File: src/rtl/lmsp_pkg.sv
`timescale 1ns / 1ps
// Package for the LED matrix scan/PWM driver: payload types and fixed widths.
// No dependencies.
package lmsp_pkg;

	localparam int PIXEL_W = 15;
	localparam int RGB_W   = 6;
	localparam int ROW_W   = 4;
	localparam int LANE_W  = 3;

	typedef logic [PIXEL_W-1:0] pixel_t;
	typedef logic [RGB_W-1:0]   rgb_t;
	typedef logic [ROW_W-1:0]   row_t;
	typedef logic [LANE_W-1:0]  lane_bits_t;

	typedef struct packed {
		rgb_t rgb_bits;
		row_t row_address;
		logic latch_row;
		logic blanked;
	} result_t;

endpackage

File: src/rtl/lmsp_pixel_if.sv
`timescale 1ns / 1ps
// Input channel: one column of upper and lower pixels plus last-column flag.
// Depends on lmsp_pkg.
interface lmsp_pixel_if;
	logic             valid;
	logic             ready;
	lmsp_pkg::pixel_t upper_pixel;
	lmsp_pkg::pixel_t lower_pixel;
	logic             last_column;

	modport source(output valid, output upper_pixel, output lower_pixel,
		output last_column, input ready);
	modport sink(input valid, input upper_pixel, input lower_pixel,
		input last_column, output ready);
endinterface

File: src/rtl/lmsp_result_if.sv
`timescale 1ns / 1ps
// Output channel: six data bits, row address, latch and blank flags.
// Depends on lmsp_pkg.
interface lmsp_result_if;
	logic           valid;
	logic           ready;
	lmsp_pkg::rgb_t rgb_bits;
	lmsp_pkg::row_t row_address;
	logic           latch_row;
	logic           blanked;

	modport source(output valid, output rgb_bits, output row_address,
		output latch_row, output blanked, input ready);
	modport sink(input valid, input rgb_bits, input row_address,
		input latch_row, input blanked, output ready);
endinterface

File: src/rtl/lmsp_cfg_if.sv
`timescale 1ns / 1ps
// Configuration write channel carrying the scan_enable bit.
// No dependencies.
interface lmsp_cfg_if;
	logic valid;
	logic ready;
	logic data;

	modport source(output valid, output data, input ready);
	modport sink(input valid, input data, output ready);
endinterface

File: src/rtl/led_matrix_scan_pwm_unit.sv
`timescale 1ns / 1ps
// Scan/PWM driver for a row-multiplexed RGB LED matrix.
// Channels: pix (input columns), res (output bits), cfg (scan_enable write).
// Results are registered and appear on res in the cycle after a pix transfer.
// Throughput: one column per cycle unless res stalls. Two pixel lanes compare
// in parallel; the merge stage registers the combined result, row and flags.
// The scan counter holds the row in its high bits and the slice in its low
// COLOR_BITS bits; it steps on each last-column transfer while enabled and
// wraps after SCAN_ROWS * 2^COLOR_BITS steps.
// Reset: counter and scan_enable clear, output register empty.
// While scan_enable is 0 results come out blanked and the counter holds.
// Stall: the output register holds its result while res.ready is low, and
// pix.ready follows, so a new column is taken in the same cycle the held
// result is transferred.
// cfg.ready is always high; writes are expected only while the block is idle.
// Depends on lmsp_pkg, lmsp_pixel_if, lmsp_result_if, lmsp_cfg_if, lmsp_lane.
module led_matrix_scan_pwm_unit #(
	parameter int COLOR_BITS = 5,
	parameter int SCAN_ROWS  = 16
) (
	input  logic             clk,
	input  logic             arst_n,
	lmsp_pixel_if.sink       pix,
	lmsp_result_if.source    res,
	lmsp_cfg_if.sink         cfg
);

	localparam int ROW_BITS = (SCAN_ROWS > 1) ? $clog2(SCAN_ROWS) : 1;
	localparam int CNT_W    = ROW_BITS + COLOR_BITS;
	localparam logic [CNT_W-1:0] CNT_MAX = CNT_W'((SCAN_ROWS << COLOR_BITS) - 1);

	logic                 scan_en_q;
	logic [CNT_W-1:0]     cnt_q;
	logic                 out_valid_q;
	lmsp_pkg::result_t    out_s1;
	lmsp_pkg::lane_bits_t upper_lit;
	lmsp_pkg::lane_bits_t lower_lit;
	logic [COLOR_BITS-1:0] slice;
	logic [31:0]          row_wide;
	lmsp_pkg::result_t    merged;
	logic                 in_xfer;

	assign slice    = cnt_q[COLOR_BITS-1:0];
	assign row_wide = 32'(cnt_q >> COLOR_BITS);

	lmsp_lane #(.COLOR_BITS(COLOR_BITS)) u_lane_upper (
		.pixel (pix.upper_pixel),
		.slice (slice),
		.lit   (upper_lit)
	);

	lmsp_lane #(.COLOR_BITS(COLOR_BITS)) u_lane_lower (
		.pixel (pix.lower_pixel),
		.slice (slice),
		.lit   (lower_lit)
	);

	always_comb begin
		merged.rgb_bits    = scan_en_q ? {lower_lit, upper_lit} : '0;
		merged.row_address = row_wide[lmsp_pkg::ROW_W-1:0];
		merged.latch_row   = scan_en_q & pix.last_column;
		merged.blanked     = ~scan_en_q;
	end

	assign pix.ready = ~out_valid_q | res.ready;
	assign in_xfer   = pix.valid & pix.ready;
	assign cfg.ready = 1'b1;

	always_ff @(posedge clk or negedge arst_n) begin
		if (!arst_n) begin
			scan_en_q <= 1'b0;
		end else if (cfg.valid) begin
			scan_en_q <= cfg.data;
		end
	end

	always_ff @(posedge clk or negedge arst_n) begin
		if (!arst_n) begin
			cnt_q <= '0;
		end else if (in_xfer && scan_en_q && pix.last_column) begin
			if (cnt_q == CNT_MAX) begin
				cnt_q <= '0;
			end else begin
				cnt_q <= cnt_q + 1'b1;
			end
		end
	end

	always_ff @(posedge clk or negedge arst_n) begin
		if (!arst_n) begin
			out_valid_q <= 1'b0;
		end else if (pix.ready) begin
			out_valid_q <= pix.valid;
		end
	end

	always_ff @(posedge clk) begin
		if (in_xfer) begin
			out_s1 <= merged;
		end
	end

	assign res.valid       = out_valid_q;
	assign res.rgb_bits    = out_s1.rgb_bits;
	assign res.row_address = out_s1.row_address;
	assign res.latch_row   = out_s1.latch_row;
	assign res.blanked     = out_s1.blanked;

`ifndef SYNTH
	a_cnt_range: assert property (@(posedge clk) disable iff (!arst_n)
		cnt_q <= CNT_MAX)
		else $error("scan counter out of range");

	a_cnt_hold: assert property (@(posedge clk) disable iff (!arst_n)
		!scan_en_q |=> $stable(cnt_q))
		else $error("scan counter moved while disabled");

	a_latch_not_blank: assert property (@(posedge clk) disable iff (!arst_n)
		res.valid && res.latch_row |-> !res.blanked)
		else $error("latch asserted on blanked result");

	a_blank_dark: assert property (@(posedge clk) disable iff (!arst_n)
		res.valid && res.blanked |-> res.rgb_bits == '0)
		else $error("blanked result has lit bits");
`endif

endmodule

File: src/rtl/lmsp_lane.sv
`timescale 1ns / 1ps
// One pixel lane: unpacks R/G/B and compares each against the current slice.
// Depends on lmsp_pkg.
module lmsp_lane #(
	parameter int COLOR_BITS = 5
) (
	input  lmsp_pkg::pixel_t     pixel,
	input  logic [COLOR_BITS-1:0] slice,
	output lmsp_pkg::lane_bits_t lit
);

	localparam int EXT_W = (3 * COLOR_BITS > lmsp_pkg::PIXEL_W) ?
		3 * COLOR_BITS : lmsp_pkg::PIXEL_W;

	logic [EXT_W-1:0]      pix_ext;
	logic [COLOR_BITS-1:0] red;
	logic [COLOR_BITS-1:0] green;
	logic [COLOR_BITS-1:0] blue;

	// high color bits missing from the pixel read as zero
	assign pix_ext = EXT_W'(pixel);
	assign red     = pix_ext[2*COLOR_BITS +: COLOR_BITS];
	assign green   = pix_ext[COLOR_BITS +: COLOR_BITS];
	assign blue    = pix_ext[0 +: COLOR_BITS];

	// value >= slice + 1
	assign lit[0] = red > slice;
	assign lit[1] = green > slice;
	assign lit[2] = blue > slice;

endmodule
File: src/flat_wrapper.sv
// flat-port wrapper written by rule: the top's interface ports become plain ports
module led_matrix_scan_pwm_unit_flat 
#(
	parameter int COLOR_BITS = 5,
	parameter int SCAN_ROWS  = 16
)
  (clk, arst_n, pix_valid, pix_upper_pixel, pix_lower_pixel, pix_last_column, pix_ready, res_valid, res_rgb_bits, res_row_address, res_latch_row, res_blanked, res_ready, cfg_valid, cfg_data, cfg_ready);
  lmsp_pixel_if pix_i ();
  lmsp_result_if res_i ();
  lmsp_cfg_if cfg_i ();
  input  logic clk;
  input  logic arst_n;
  input wire logic [$bits(pix_i.valid)-1:0] pix_valid;
  input wire logic [$bits(pix_i.upper_pixel)-1:0] pix_upper_pixel;
  input wire logic [$bits(pix_i.lower_pixel)-1:0] pix_lower_pixel;
  input wire logic [$bits(pix_i.last_column)-1:0] pix_last_column;
  output wire logic [$bits(pix_i.ready)-1:0] pix_ready;
  output wire logic [$bits(res_i.valid)-1:0] res_valid;
  output wire logic [$bits(res_i.rgb_bits)-1:0] res_rgb_bits;
  output wire logic [$bits(res_i.row_address)-1:0] res_row_address;
  output wire logic [$bits(res_i.latch_row)-1:0] res_latch_row;
  output wire logic [$bits(res_i.blanked)-1:0] res_blanked;
  input wire logic [$bits(res_i.ready)-1:0] res_ready;
  input wire logic [$bits(cfg_i.valid)-1:0] cfg_valid;
  input wire logic [$bits(cfg_i.data)-1:0] cfg_data;
  output wire logic [$bits(cfg_i.ready)-1:0] cfg_ready;
  assign pix_i.valid = pix_valid;
  assign pix_i.upper_pixel = pix_upper_pixel;
  assign pix_i.lower_pixel = pix_lower_pixel;
  assign pix_i.last_column = pix_last_column;
  assign pix_ready = pix_i.ready;
  assign res_valid = res_i.valid;
  assign res_rgb_bits = res_i.rgb_bits;
  assign res_row_address = res_i.row_address;
  assign res_latch_row = res_i.latch_row;
  assign res_blanked = res_i.blanked;
  assign res_i.ready = res_ready;
  assign cfg_i.valid = cfg_valid;
  assign cfg_i.data = cfg_data;
  assign cfg_ready = cfg_i.ready;
  led_matrix_scan_pwm_unit #(.COLOR_BITS(COLOR_BITS), .SCAN_ROWS(SCAN_ROWS)) u_core (.clk(clk), .arst_n(arst_n), .pix(pix_i), .res(res_i), .cfg(cfg_i));
endmodule
File: config.mk
export PLATFORM = sky130hd
export DESIGN_NAME = led_matrix_scan_pwm_unit_flat
export DESIGN_NICKNAME = d
export VERILOG_FILES = /design/src/rtl/lmsp_pkg.sv /design/src/rtl/lmsp_pixel_if.sv /design/src/rtl/lmsp_result_if.sv /design/src/rtl/lmsp_cfg_if.sv /design/src/rtl/led_matrix_scan_pwm_unit.sv /design/src/rtl/lmsp_lane.sv /design/src/flat_wrapper.sv
export SDC_FILE = /design/constraint.sdc
export NUM_CORES = 1
export LEC_CHECK = 0
export ABC_AREA = 1
export BUFFER_PORTS_ARGS = -buffer_cell sky130_fd_sc_hd__buf_2
export CORE_MARGIN = 3
export CORE_UTILIZATION = 55
export CTS_BUF_LIST = sky130_fd_sc_hd__clkbuf_8 sky130_fd_sc_hd__clkbuf_16
export DETAILED_ROUTE_END_ITERATION = 16
export GPL_TIMING_DRIVEN = 1
export PLACE_DENSITY = 0.9
export RECOVER_POWER = 25
export SETUP_SLACK_MARGIN = 0.5
export SYNTH_ARGS = -nofsm -noshare
export SYNTH_HDL_FRONTEND = slang
export SYNTH_SLANG_ARGS = --single-unit
File: constraint.sdc
create_clock -name clk -period 3.1 [get_ports clk]
set_input_delay 0.31 -clock clk [delete_from_list [all_inputs] [get_ports clk]]
set_output_delay 0.31 -clock clk [all_outputs]
set_load 0.02 [all_outputs]
==> results.json <==
{
  "die_h_um": 61.15,
  "cts_resized": 0,
  "reg2reg_to": "u_core.cnt_q[2]",
  "grt_max_degree": 17,
  "fin_skew_ps": 5.669,
  "cts_root_buffer": "clkbuf_8",
  "final.min_clock_period_ps": 1873,
  "drtIter0Drc": 45,
  "wl_per_cell_um": 12.58,
  "grt_use_total_pct": 18.98,
  "drive_gt1_share_pct": 26.38,
  "reg2regPathDepth": 8,
  "critPathMaxFanout": 10,
  "rsz0062_at_grt": "no",
  "drcViolationCount": 0,
  "final_area_um2": 1994,
  "yosys_warnings": 0,
  "htreeDepth": 1,
  "cp.arrival_ps": 2030,
  "rrSetupSlack_ps": 1230,
  "num_vias": 1414,
  "clkLatencyLatePin_ps": 260,
  "first_global_vias": 1287,
  "gp_congestion": 0.7945,
  "fin_tns_setup_ps": 0,
  "finalCritPeriodShare_pct": 60.42,
  "dieArea_um2": 3739,
  "detail-route-antenna-nets": 0,
  "dr.pass1.iters": 4,
  "clockBufferDepth": 2,
  "fp.dieW_um": 61.15,
  "syn-num-nets": 251,
  "cts_hold_buf": 1,
  "required_ps": 3260,
  "synth.avg_cell_area_um2": 9.192,
  "synth_cells": 182,
  "drv_slew": 0,
  "hpwl_um": 2666,
  "path_class": "reg -> reg",
  "clock_sinks": 23,
  "core_area_um2": 2829,
  "drt-total-wl_um": 3345,
  "nets": 305,
  "layout-area-overhead-vs-synth_pct": 19.22,
  "timing_hold_violations_final": 0,
  "max_cap_violations": 0,
  "ys_types": 26,
  "place_ws_ps": 1249,
  "io_buffers": 50,
  "cts_buffers": 3,
  "setup_viol": 0,
  "clock.fmax_mhz": 533.9,
  "rows": 19,
  "place_area_um2": 1939,
  "startpoint": "u_core.cnt_q[0]",
  "initial_utilization_pct": 59.13,
  "cp-end-kind": "flop",
  "antenna_found_initial": 0,
  "grt_pass1_wl_um": 5285,
  "ios": 52,
  "slew_headroom_pct": 58.92,
  "worstHoldPathType": "in -> reg",
  "cp-start-kind": "flop",
  "ys_ff_latch": 23,
  "outcome": "complete, no violations",
  "syn_area_um2": 1673,
  "cts_tree": "built",
  "worst_pin_slew_ps": 616.2,
  "ys_seq_area_share_pct": 38.00,
  "vdd_drop_max_mv": 0.3851,
  "diodes": 0,
  "reg2reg_from": "u_core.cnt_q[0]",
  "path_clk_slew_ps": 80,
  "power_density_nw_per_um2": 607.8,
  "post_cts_buffers": 0,
  "grt-ovfl-total": 0,
  "critPathCapture": "u_core.cnt_q[2]",
  "avgViaCountPerCell": 5.316,
  "leakage_nw": 1.035,
  "finalWorstSetupSlack_ps": 1227
}
[routing by layer]
| layer | vias up | wire (um) | track usage, % |
|---|---|---|---|
| li1 | 739 | - | - |
| met1 | 637 | 1468 | 23.31 |
| met2 | 36 | 1680 | 33.53 |
| met3 | 2 | 183 | 3.774 |
| met4 | 0 | 12 | 5.573 |
| met5 | - | 0 | 0 |
[report_power, final]
part	switching, mW	leakage [nW]	internal, mW
clock network	0.0926	0.0255	0.0897
logic	0.359	0.750	0.233
registers	0.0559	0.259	0.382
total	0.508	1.03	0.705
[Yosys cell counts]
library cell / number / area [um2]
nand3_2: 1 / 10.01
o21a_1: 7 / 52.55
buf_8: 1 / 15.01
dfrtp_1: 11 / 275.3
nor3_1: 6 / 30.03
inv_1: 17 / 63.81
inv_2: 1 / 3.750
a21oi_1: 20 / 100.1
nor2_1: 11 / 41.29
o21ai_0: 9 / 45.04
nor2_2: 1 / 6.260
clkinv_1: 1 / 3.750
nand3_1: 7 / 35.03
conb_1: 1 / 3.750
ha_1: 32 / 400.4
nand4_1: 1 / 6.260
edfxtp_1: 12 / 360.4
and3_1: 1 / 6.260
buf_4: 1 / 7.510
nand2_2: 1 / 6.260
nor2_8: 1 / 20.02
xor2_1: 1 / 8.760
nand2_4: 2 / 22.52
a21oi_2: 2 / 17.52
o21ai_1: 3 / 15.01
nand2_1: 31 / 116.4
[critical path, stage by stage, from the launching register on]
cell	delay, ps
dfrtp_1	560
ha_1	280
nand2_1	110
nor2_2	170
and3_1	170
ha_1	170
inv_1	100
a21oi_1	140
nor2_1	50
[cell families after synthesis]
logic type | synth area share [%]
other | 0.2242
adder cells (fa/ha/maj) | 23.93
flip-flops | 38.00
XOR/XNOR | 0.5237
buffers and inverters | 5.609
AND/OR/NAND/NOR | 17.95
AO/OA/AOI/OAI | 13.76
[flip-flops by register name, summed over array words and instances (netlist names)]
register / count
u_core.res.valid: 1
u_core.res.row_address: 4
u_core.res.rgb_bits: 6
u_core.cnt_q: 9
u_core.res.latch_row: 1
u_core.res.blanked: 1
u_core.scan_en_q: 1
[final cells by class]
| type | count | area (um2) |
|---|---|---|
| clock buffer | 3 | 41.29 |
| timing repair buffer | 51 | 259.0 |
| clock inverter | 1 | 5.005 |
| tap | 31 | 38.79 |
| multi-input combinational | 138 | 943.4 |
| sequential | 23 | 635.6 |
| inverter | 19 | 71.32 |
| fill | 226 | 834.6 |
[through the flow]
stage / cells / hold WS [ps] / utilization (%) / power (mW)
6_report: 266 / 240.2 / 70.50 / 1.212
5_1_grt: 266 / 260.8 / 70.50 / 1.330
4_1_cts: 266 / 241.4 / 70.54 / 1.222
3_5_place_dp: 261 / 194.8 / 68.55 / 1.039
3_3_place_gp: 261 / 190.1 / 68.55 / 1.004
2_1_floorplan: 182 / 14.41 / - / 0.8725
[cell usage in the layout, fill, tap and decap left out, types with 2 or more instances in the layout]
cell type,count
clkbuf_8,3
edfxtp_1,12
nand2_1,31
nand3_1,7
dfrtp_1,11
o21a_1,7
nor3_1,6
a21oi_1,20
ha_1,32
nor2_1,11
a21oi_2,2
o21ai_1,3
o21ai_0,9
inv_1,17
buf_2,49
nand2_4,2
[worst min path at each step]
stage,from,end,slack (ps),cells after the start
finish,cfg_valid,u_core.scan_en_q,240,2
global route,cfg_valid,u_core.scan_en_q,260,2
CTS,cfg_valid,u_core.scan_en_q,240,2
detailed placement,arst_n,u_core.res.valid,190,1
global placement,arst_n,u_core.res.valid,190,1
floorplan,arst_n,u_core.cnt_q[0],10,0
Note: power is estimated with default switching activity, not from simulation.
